## src/drdr_pkg.sv

```systemverilog
// ----------------------------------------------------------------------------
// Dirty-row display refresh package
// Shared widths, codes, defaults, queue entry type and color conversion.
// ----------------------------------------------------------------------------
`default_nettype none

package drdr_pkg;

   localparam int COL_W      = 9;
   localparam int ROW_W      = 9;
   localparam int ARGB_W     = 32;
   localparam int OUT_KIND_W = 2;
   localparam int FB_ADDR_W  = 17;
   localparam int PIX565_W   = 16;
   localparam int COUNT_W    = 9;
   localparam int THR_W      = 9;

   localparam int SCREEN_WIDTH_DEF  = 320;
   localparam int SCREEN_HEIGHT_DEF = 320;
   localparam int MAX_BANDS_DEF     = 4;
   localparam int QUEUE_DEPTH       = 4;

   localparam logic [THR_W-1:0] THRESHOLD_RESET = 9'd240;

   localparam logic IN_PIXEL = 1'b0;
   localparam logic IN_END   = 1'b1;

   typedef enum logic [OUT_KIND_W-1:0] {
      OUT_WRITE = 2'd0,
      OUT_BAND  = 2'd1,
      OUT_FULL  = 2'd2
   } out_kind_type;

   // One queue entry: a framebuffer write or an end-of-draw marker.
   typedef struct packed {
      logic                 is_end;
      logic                 shadow_valid;
      logic [ROW_W-1:0]     row;
      logic [FB_ADDR_W-1:0] fb_address;
      logic [PIX565_W-1:0]  pixel565;
   } queue_entry_type;

   function automatic logic [PIX565_W-1:0] to565_swapped(input logic [ARGB_W-1:0] p);
      logic [PIX565_W-1:0] v;
      v = {p[23:19], p[15:10], p[7:3]};
      return {v[7:0], v[15:8]};
   endfunction

endpackage

`default_nettype wire

```

## src/drdr_fifo.sv

```systemverilog
// ----------------------------------------------------------------------------
// Work queue
// Small register FIFO between the front end and the refresh engine.
// ----------------------------------------------------------------------------
`default_nettype none

module drdr_fifo #(
   parameter int DEPTH = drdr_pkg::QUEUE_DEPTH
) (
   input  wire logic                      clock,
   input  wire logic                      reset,
   input  wire logic                      push,
   input  wire drdr_pkg::queue_entry_type push_entry,
   output logic                           full,
   input  wire logic                      pop,
   output logic                           head_valid,
   output drdr_pkg::queue_entry_type      head
);

   localparam int PTR_W = (DEPTH > 1) ? $clog2(DEPTH) : 1;
   localparam int CNT_W = $clog2(DEPTH + 1);

   drdr_pkg::queue_entry_type entries_ff [DEPTH];
   logic [PTR_W-1:0] wr_ptr_ff;
   logic [PTR_W-1:0] rd_ptr_ff;
   logic [CNT_W-1:0] count_ff;

   assign full       = (count_ff == CNT_W'(DEPTH));
   assign head_valid = (count_ff != '0);
   assign head       = entries_ff[rd_ptr_ff];

   always_ff @(posedge clock) begin
      if (reset) begin
         wr_ptr_ff <= '0;
         rd_ptr_ff <= '0;
         count_ff  <= '0;
      end else begin
         if (push) begin
            wr_ptr_ff <= (wr_ptr_ff == PTR_W'(DEPTH - 1)) ? '0 : wr_ptr_ff + 1'b1;
         end
         if (pop) begin
            rd_ptr_ff <= (rd_ptr_ff == PTR_W'(DEPTH - 1)) ? '0 : rd_ptr_ff + 1'b1;
         end
         if (push && !pop) begin
            count_ff <= count_ff + 1'b1;
         end else if (pop && !push) begin
            count_ff <= count_ff - 1'b1;
         end
      end
      if (push) begin
         entries_ff[wr_ptr_ff] <= push_entry;
      end
   end

endmodule

`default_nettype wire

```

## config.mk

```make
export PLATFORM = sky130hd
export DESIGN_NAME = drdr_fifo
export DESIGN_NICKNAME = d
export VERILOG_FILES = /design/src/drdr_pkg.sv /design/src/drdr_fifo.sv
export SDC_FILE = /design/constraint.sdc
export NUM_CORES = 1
export LEC_CHECK = 0
export ABC_CLOCK_PERIOD_IN_PS = 2500
export BUFFER_PORTS_ARGS = -buffer_cell sky130_fd_sc_hd__clkbuf_2
export CAP_MARGIN = 5
export CORE_MARGIN = 3
export CORE_UTILIZATION = 57
export CTS_CLUSTER_DIAMETER = 200
export DETAILED_ROUTE_END_ITERATION = 10
export PLACE_DENSITY = 0.83
export SYNTH_ARGS = -nofsm -noshare
export SYNTH_HDL_FRONTEND = slang
export SYNTH_SLANG_ARGS = --single-unit
```

## constraint.sdc

```tcl
create_clock -name clock -period 2.5 [get_ports clock]
set_input_delay 0 -clock clock [delete_from_list [all_inputs] [get_ports clock]]
set_output_delay 0 -clock clock [all_outputs]
set_load 0.01 [all_outputs]
```

==> reports/results.ini, run 1 <==
[synth]
synth_area_per_cell_um2 = 25.0
synth_top_family_by_area = multiplexers
syn-num-nets = 329
synth_largest_area_cell = edfxtp_1
ys_types = 19
synth_seq_cells = 185
netlist_instances = 274
yosys_warnings = 0
synthMuxAreaShare = 0.153
synthSimpleGateAreaFrac = 0.0115
yosys-top-cells-area = edfxtp_1, mux4_2, dfxtp_1
synthAdderAreaFrac = 0.0139
synth_top_area_share = 0.772
syn_area_um2 = 6850
synth_xor_xnor_area_share = 0.00256
synth_compound_area_frac = 0.00219
synth-seq-area-share = 0.798

[detailed_routing]
routed_via_density = 5.66
vias = 3320
drt_iter0_drc = 300
wire_per_inst_um = 21.0
drtPass1Iterations = 4
drc = 0
totalWireLength_um = 12300
postRouteAntennaNets = 0

[cells_and_area]
fin_nets = 486
layout_common_cells = edfxtp_1, clkbuf_2, dlygate4sd3_1
syn_to_final_growth_pct = 24.3
ff_latch_area_um2 = 5470
final_util = 0.736
mostFrequentLayoutCell = edfxtp_1
fill_cells = 638
multi_input_area_um2 = 1260
diodes = 0
drive_gt1_frac = 0.399

[global_routing]
antenna_found_initial = 0
grt_pass1_wl_um = 19300
grt_max_degree = 33
grt_pass1_vias = 3460
grtUsageTotal = 0.201
overflow = 0

[cts]
cts_buffers = 17
cts_tree = yes
worstSkewPairLatency_ns = 0.42
cts.sinks = 185
cts_buffer_depth = 2
path_clk_slew_ns = 0.07
root_buffer = clkbuf_16
htreeDepth = 4

[power_and_ir_drop]
power_density_nw_per_um2 = 780
ir_worst_vdd_uv = 474
p_leak_nw = 2.98
total_power_mw = 6.64

[timing]
final.setup_skew_ns = 0.00568
setup_ws_ns = 0.470
rsz0062_at_grt = no
slew_headroom = 0.642
max_freq_ghz = 0.493
worst_pin_slew_ns = 0.538
setup_viol_count_final = 0
drv_slew = 0
finalSetupTns_ns = 0
period_needed_ns = 2.03
finalCritPeriodShare = 0.812
final-hold-violation-count = 0

[critical_path]
worstSetupPathType = reg2out
critical_path_arrival_ns = 2.03
cp-start-kind = register
cp-end-kind = primary output
crit_fanout = 32
cp_data_required_time_ns = 2.50
reg2reg_from = wr_ptr_ff[0]

[die]
die_x_um = 116
die_area_um2 = 13400
start_util = 0.592
core_area_um2 = 11600
io_pins = 94
die_y_um = 116
num_rows = 39

[placement]
dp_hpwl_um = 7510
place.gp.congestion = 0.710
port_buffers = 93
dp_slack_ns = 0.841

[hold_path]
min_from = push_entry[9]
hold_path.class = in2reg

[job]
cap_violations = 0

[outcome]
outcome = finished, final reports clean

## state kept, by name, indices dropped and copies added (netlist names), named ones only
| register | flops |
|---|---|
| entries_ff | 176 |
| count_ff | 3 |
| rd_ptr_ff | 2 |
| wr_ptr_ff | 2 |
## where the power goes
group          internal, mW  total (mW)  leakage (nW)  switching [mW]
sequential             3.54        3.61          1.69          0.0618
clock                  1.27        2.39         0.251            1.12
combinational         0.326       0.644          1.04           0.318
total                  5.14        6.64          2.98            1.50
## cell families (layout without fill, tap and decap cells)
group,after synthesis,in the layout
AOI/OAI and AO/OA,3,3
DFF,185,185
adders and majority gates,7,7
buffers and inverters,14,184
and+or+nand+nor,15,15
muxes,48,48
xor gates and xnor gates,2,2
## metrics by stage
step	std cells	instance area, um^2	hold WS [ns]
2_1_floorplan	274	6850	0.0691
3_3_place_gp	508	7510	0.216
3_5_place_dp	508	7510	0.219
4_1_cts	587	8510	0.316
5_1_grt	587	8510	0.330
6_report	587	8510	0.339
## per-layer routing
layer,vias to the layer above,share of wire,global-route usage
met5,-,0,0
met1,1685,0.42,0.273
li1,1475,-,-
met3,30,0.062,0.0585
met4,0,0.027,0.0897
met2,130,0.49,0.311
## cell usage after synthesis
library cell,n
edfxtp_1,176
mux4_2,40
dfxtp_1,9
nor2_1,7
ha_1,6
and2_1,4
buf_12,4
buf_2,4
inv_1,4
mux2i_1,4
mux4_1,4
a21oi_1,2
nor3b_1,2
or3_1,2
xor2_1,2
buf_6,1
clkbuf_2,1
fa_1,1
o21ai_0,1
## critical path, cell delays in order (launching register included)
cell	delay (ns)
dfxtp_4	0.52
buf_12	0.31
mux4_1	0.61
clkbuf_2	0.15
## layout make-up
type,instances,area share
inverters,4,0.00176
clock inverters,14,0.0119
well taps,143,0.0210
flip-flops and latches,185,0.643
clock buffers,18,0.0504
repair buffers,148,0.124
multi-input cells,75,0.148
## repair_timing
item / CTS / global route
buffers inserted: 0 / 0
hold buffers: 47 / 0
resized for setup: 0 / 0
hold endpoints to repair: 185 / 0
## worst paths after layout
| check | to | slack, ns | cells past startpoint |
|---|---|---|---|
| max | head[35] | 0.47 | 3 |
| min | entries_ff[3][9] | 0.34 | 2 |
| max reg2reg | entries_ff[2][20] | 0.78 | 4 |
| min reg2reg | count_ff[2] | 0.51 | 2 |
Note: power is estimated with default switching activity, not from simulation.
==> run 2: changes to the inputs <==
--- a/config.mk
+++ b/config.mk
@@ -5,14 +5,15 @@
 export SDC_FILE = /design/constraint.sdc
 export NUM_CORES = 1
 export LEC_CHECK = 0
-export ABC_CLOCK_PERIOD_IN_PS = 2500
+export ABC_AREA = 1
+export ABC_CLOCK_PERIOD_IN_PS = 1750
 export BUFFER_PORTS_ARGS = -buffer_cell sky130_fd_sc_hd__clkbuf_2
 export CAP_MARGIN = 5
 export CORE_MARGIN = 3
-export CORE_UTILIZATION = 57
+export CORE_UTILIZATION = 51
 export CTS_CLUSTER_DIAMETER = 200
 export DETAILED_ROUTE_END_ITERATION = 10
-export PLACE_DENSITY = 0.83
+export PLACE_DENSITY = 0.79
 export SYNTH_ARGS = -nofsm -noshare
 export SYNTH_HDL_FRONTEND = slang
 export SYNTH_SLANG_ARGS = --single-unit
==> constraint.sdc (replaced) <==
create_clock -name clock -period 1.75 [get_ports clock]
set_input_delay 0 -clock clock [delete_from_list [all_inputs] [get_ports clock]]
set_output_delay 0 -clock clock [all_outputs]
set_load 0.01 [all_outputs]
==> run 2 against run 1 <==
Net effect: hold slack worse by 0.0049 ns; register-to-register slack lost 0.58 ns; area after synthesis grew 3.2%; clock power rose by 66%; sequential power rose by 42%; power up 54%; final area is 5.3% higher; largest cell class unchanged.
==> reports/results.ini, run 2 <==
[outcome]
outcome = finished, final reports clean

[power_and_ir_drop]
p_leak_nw = 3.23  ; +8.6%
ir_worst_vdd_uv = 819  ; +73%
power_density_nw_per_um2 = 1140  ; +46%

[die]
num_rows = 42  ; +7.7%
start_util = 0.527  ; -0.0648
die_area_um2 = 15300  ; +15%
die_x_um = 124  ; +7.0%
die_y_um = 124  ; +7.0%
core_area_um2 = 13400  ; +16%
io_pins = 94  ; unchanged

[cells_and_area]
final_area_um2 = 8960  ; +5.3%
layout_common_cells = edfxtp_1, clkbuf_2, nor2_1
fin_cells = 823  ; +40%
largest_reg_flops = 176  ; unchanged
mostFrequentLayoutCell = edfxtp_1
top_register = entries_ff
multi_input_area_um2 = 1360  ; +8.3%
syn_to_final_growth_pct = 26.8
drive_gt1_frac = 0.261  ; -0.137
fin_nets = 689  ; +42%
final_util = 0.669  ; -0.0672
reg.largest.list = entries_ff (176), count_ff (3)
ff_latch_area_um2 = 5470  ; unchanged
diodes = 0  ; unchanged
fill_cells = 904  ; +42%

[global_routing]
grt_pass1_wl_um = 22600  ; +17%
use_met2 = 0.337  ; +0.0264
grt_pass1_vias = 4441  ; +28%
grt_max_degree = 53  ; +61%
overflow = 0  ; unchanged
busiest_layer = met2
met3_usage = 0.0468  ; -0.0117
use_met1 = 0.248  ; -0.0245
antenna_found_initial = 0  ; unchanged
grtUsageTotal = 0.200  ; -0.00165

[placement]
place_area_um2 = 7790  ; +3.7%
placed_cells = 741  ; +46%
place.gp.congestion = 0.727  ; +2.4%
dp_hpwl_um = 8780  ; +17%
dp_slack_ns = 0.230  ; -0.610 ns
port_buffers = 93  ; unchanged

[detailed_routing]
vias = 4658  ; +40%
drtPass1Iterations = 5  ; +1
routed_via_density = 5.66  ; about the same
totalWireLength_um = 15800  ; +29%
drc = 0  ; unchanged
wire_per_inst_um = 19.2  ; -8.2%
postRouteAntennaNets = 0  ; unchanged
drt_iter0_drc = 462  ; +54%

[synth]
async_reset_ff_frac = 0  ; unchanged
yosys-top-cells-count = edfxtp_1, nor2_1, o21ai_0, o22ai_1, buf_2
synth_edf_count = 176  ; unchanged
syn-num-nets = 540  ; +64%
netlist_instances = 485  ; +77%
synth-seq-area-share = 0.773  ; -0.0247
ys_types = 24  ; +5
synth_seq_cells = 185  ; unchanged
synth_largest_area_cell = edfxtp_1
ys.flop_type = edfxtp_1
synth_top_area_share = 0.748  ; -0.0239
synth_area_per_cell_um2 = 14.6  ; -42%
yosys-top-cells-area = edfxtp_1, o21ai_0, nor2_1
synth_most_common_cell = edfxtp_1
syn_area_um2 = 7070  ; +3.2%
yosys_warnings = 0  ; unchanged

[cts]
worstSkewPairLatency_ns = 0.43  ; about the same
cts_buffers = 17  ; unchanged
path_clk_slew_ns = 0.07  ; about the same
root_buffer = clkbuf_16
cts.sinks = 185  ; unchanged
cts_tree = yes
htreeDepth = 4  ; unchanged
cts_buffer_depth = 2  ; unchanged

[critical_path]
critical_path_arrival_ns = 1.70  ; -0.33 ns
cp-start-kind = register
cp_data_required_time_ns = 1.75  ; -0.75 ns
crit_fanout = 26  ; -19%
cp-end-kind = primary output
worstSetupPathType = reg2out
r2r_cells = 5  ; +1

[timing]
setup_viol_count_final = 0  ; unchanged
final.setup_skew_ns = 0.00826  ; +0.00258 ns
finalSetupTns_ns = 0  ; unchanged
drv_slew = 0  ; unchanged
slew_headroom = 0.791  ; +0.149
worst_pin_slew_ns = 0.310  ; -0.228 ns
setup_ws_ns = 0.0470  ; -0.423 ns
final-hold-violation-count = 0  ; unchanged
period_needed_ns = 1.70
max_freq_ghz = 0.587
finalCritPeriodShare = 0.973

[hold_path]
hold_path.class = in2reg
min_path_cells = 2  ; unchanged

[job]
cap_violations = 0  ; unchanged

## run 2: final cells by class
class | count | share of cell area
multi-input combinational | 257 | 0.152
sequential | 185 | 0.610
clock buffer | 17 | 0.0475
timing repair buffer | 156 | 0.134
timing repair inverter | 1 | 0.000977
tap | 176 | 0.0246
inverter | 16 | 0.0101
clock inverter | 15 | 0.0208
## run 2: path summary, 6_finish.rpt
kind | startpoint | end | slack (ns)
worst max register to register | wr_ptr_ff[1] | entries_ff[1][27] | 0.20
worst min register to register | wr_ptr_ff[1] | wr_ptr_ff[1] | 0.57
worst max-delay path | register | head[20] | 0.05
worst min-delay path | push_entry[28] | entries_ff[1][28] | 0.33
## run 2: logic make-up (layout without fill, tap and decap cells)
family / Yosys count / count (layout) / share of synthesized area
buffers and inverters: 43 / 205 / 0.0342
xor gates and xnor gates: 1 / 1 / 0.00124
AOI/OAI and AO/OA: 138 / 138 / 0.114
and+or+nand+nor: 111 / 111 / 0.0635
DFF: 185 / 185 / 0.773
adders and majority gates: 7 / 7 / 0.0135
## run 2: per-stage QoR
stage | power, mW | hold slack, ns
after floorplan | 5.78 | 0.0724
after CTS | 10.2 | 0.312
after global routing | 10.6 | 0.332
after detailed placement | 6.23 | 0.227
final | 10.2 | 0.334
after global placement | 6.18 | 0.217
## run 2: timing repair
item / in CTS / in global routing
cloned: 0 / 2
buffers inserted: 0 / 1
resized for setup: 5 / 12
endpoints found under the setup margin: 35 / 20
hold buffers: 47 / 0
endpoints found under the hold margin: 185 / 0
## run 2: critical path, cell delays in order, from the launching register on
cell	delay, ns
dfxtp_4	0.43
buf_4	0.19
clkbuf_16	0.21
o21ai_0	0.10
o22ai_1	0.18
clkbuf_2	0.16
## run 2: routing by layer
| metal | up-vias | routed length (um) |
|---|---|---|
| li1 | 2107 | - |
| met1 | 2291 | 6340 |
| met2 | 225 | 8060 |
| met3 | 35 | 1080 |
| met4 | 0 | 342 |
| met5 | - | 0 |
## run 2: where the power goes
| group | total [mW] | internal (mW) | switching, mW |
|---|---|---|---|
| registers | 5.12 | 5.05 | 0.0675 |
| logic | 1.16 | 0.457 | 0.703 |
| clock network | 3.97 | 2.28 | 1.69 |
==> run 3: changes to the inputs <==
--- a/config.mk
+++ b/config.mk
@@ -7,13 +7,14 @@
 export LEC_CHECK = 0
 export ABC_AREA = 1
 export ABC_CLOCK_PERIOD_IN_PS = 1750
-export BUFFER_PORTS_ARGS = -buffer_cell sky130_fd_sc_hd__clkbuf_2
 export CAP_MARGIN = 5
+export CORE_ASPECT_RATIO = 0.7
 export CORE_MARGIN = 3
-export CORE_UTILIZATION = 51
+export CORE_UTILIZATION = 55
 export CTS_CLUSTER_DIAMETER = 200
 export DETAILED_ROUTE_END_ITERATION = 10
-export PLACE_DENSITY = 0.79
+export DONT_BUFFER_PORTS = 1
+export PLACE_DENSITY = 0.77
 export SYNTH_ARGS = -nofsm -noshare
 export SYNTH_HDL_FRONTEND = slang
 export SYNTH_SLANG_ARGS = --single-unit
==> run 3 against run 2 <==
Net effect: flip-flop and latch count unchanged; non-clock buffer count fell by 94; sequential share of layout area up 4.1 points; setup slack improved by 0.078 ns; hold slack worse by 0.17 ns; power down 3.2%; sequential power about the same; critical path type unchanged; largest power group unchanged; highest routed layer unchanged.
==> reports/results.ini, run 3 (synthesis gave the netlist of run 2 again) <==
[timing]
worst_pin_slew_ns = 0.430  ; +0.120 ns
finalSetupTns_ns = 0  ; unchanged
slew_headroom = 0.718  ; -0.0734
rsz0062_at_grt = no
drv_slew = 0  ; unchanged
period_needed_ns = 1.62  ; -0.0781 ns
finalCritPeriodShare = 0.929  ; -0.0446
final-hold-violation-count = 0  ; unchanged
final.setup_skew_ns = 0.00895  ; +0.000687 ns
setup_viol_count_final = 0  ; unchanged
max_freq_ghz = 0.615  ; +4.8%
setup_ws_ns = 0.125  ; +0.0781 ns

[hold_path]
hold_path.class = in2reg
min_from = push
min_path_cells = 3  ; +1

[die]
start_util = 0.582  ; +0.0548
core_area_um2 = 12100  ; -9.4%
die_y_um = 101  ; -18%
io_pins = 94  ; unchanged
num_rows = 33  ; -21%
die_x_um = 141  ; +14%
die_area_um2 = 14300  ; -6.8%

[cells_and_area]
fill_cells = 806  ; -11%
fin_nets = 594  ; -14%
reg.largest.list = entries_ff (176), count_ff (3)
diodes = 0  ; unchanged
syn_to_final_growth_pct = 18.7
final_util = 0.691  ; +0.0226
top_register = entries_ff
final_area_um2 = 8390  ; -6.4%
layout_common_cells = edfxtp_1, nor2_1, o21ai_0
mostFrequentLayoutCell = edfxtp_1
largest_reg_flops = 176  ; unchanged
fin_cells = 709  ; -14%
drive_gt1_frac = 0.129  ; -0.133

[power_and_ir_drop]
ir_worst_vdd_uv = 940  ; +15%
power_density_nw_per_um2 = 1180  ; +3.3%
p_leak_nw = 2.82  ; -13%

[cts]
htreeDepth = 4  ; unchanged
cts_buffer_depth = 2  ; unchanged
cts.sinks = 185  ; unchanged
worstSkewPairLatency_ns = 0.42  ; about the same
path_clk_slew_ns = 0.06  ; about the same
cts_tree = yes
post_cts_buffers = 0  ; unchanged
root_buffer = clkbuf_16
cts_buffers = 17  ; unchanged

[critical_path]
crit_fanout = 24  ; -7.7%
reg2reg_from = wr_ptr_ff[0]
cp_cell_sequence = buf_4 > o21ai_0 > o22ai_1
r2r_end = wr_ptr_ff[0]
r2r_slack_ns = 0.18  ; -0.02 ns
r2r_cells = 5  ; unchanged
worstSetupPathType = reg2out
critPathSlowestCell = dfxtp_1
worst_path_largest_cell_delay_ns = 0.39  ; -0.04 ns
setup.worst_path.end = head[26]
cp-start-kind = register
cp-end-kind = primary output
cp_data_required_time_ns = 1.75  ; about the same
critical_path_arrival_ns = 1.62  ; -0.08 ns

[job]
cap_violations = 0  ; unchanged

[detailed_routing]
drc = 0  ; unchanged
wire_per_inst_um = 20.1  ; +4.6%
drtPass1Iterations = 4  ; -1
vias = 4128  ; -11%
postRouteAntennaNets = 0  ; unchanged
routed_via_density = 5.82  ; +2.9%
drt_iter0_drc = 290  ; -37%
totalWireLength_um = 14300  ; -9.9%

[placement]
dp_hpwl_um = 8010  ; -8.7%
dp_slack_ns = 0.334  ; +0.104 ns
place_area_um2 = 7280  ; -6.5%
placed_cells = 629  ; -15%
place.gp.congestion = 0.743  ; +2.2%
port_buffers = 0  ; -100%

[global_routing]
antenna_found_initial = 0  ; unchanged
grt_pass1_vias = 4150  ; -6.6%
grtUsageTotal = 0.207  ; +0.00749
grt_max_degree = 57  ; +7.5%
grt_pass1_wl_um = 22200  ; -1.8%
overflow = 0  ; unchanged

[outcome]
outcome = finished, final reports clean

## run 3: stage by stage
stage	power (mW)	hold WS, ns
floorplan	5.78	0.0724
finish	9.91	0.164
detailed placement	6.00	0.0792
global route	10.3	0.175
CTS	9.96	0.164
global placement	5.97	0.0735
## run 3: how the worst min path moves through the flow
stage / endpoint / slack, ns
after floorplan: count_ff[0] / 0.07
after global placement: count_ff[0] / 0.07
after detailed placement: wr_ptr_ff[0] / 0.08
after CTS: entries_ff[1][30] / 0.16
after global routing: entries_ff[1][30] / 0.18
final: entries_ff[3][30] / 0.16
## run 3: per-layer routing
metal / wire length (um) / track usage / part of all wire / vias up
met5: 0 / 0 / 0 / -
met4: 174 / 0.0538 / 0.012 / 0
met3: 1150 / 0.0816 / 0.080 / 17
met2: 7180 / 0.345 / 0.50 / 141
met1: 5770 / 0.258 / 0.40 / 2056
li1: - / - / - / 1914
## run 3: worst max-delay path, delay by kind of cell (launching register included)
kind                   cells  cell delay, ns
buffers and inverters      1            0.31
DFF                        1            0.39
AOI/OAI and AO/OA          2            0.50
## run 3: repair_timing
item                                    CTS  global route
hold buffers                             48             0
resized for setup                         2             3
endpoints found under the setup margin   28             7
hold endpoints to repair                185             0
## run 3: cell type report
class                   count  area, um^2  share of cell area
flip-flops and latches    185        5470               0.651
multi-input cells         257        1370               0.164
repair buffers             62         673              0.0802
clock buffers              24         482              0.0574
well taps                 157         196              0.0234
clock inverters             8         120              0.0143
inverters                  16        80.1             0.00954
## run 3: report_power, final
group | total, mW | switching, mW | internal [mW]
sequential | 5.11 | 0.0616 | 5.05
combinational | 0.930 | 0.624 | 0.306
clock | 3.87 | 1.51 | 2.36
total | 9.91 | 2.20 | 7.71
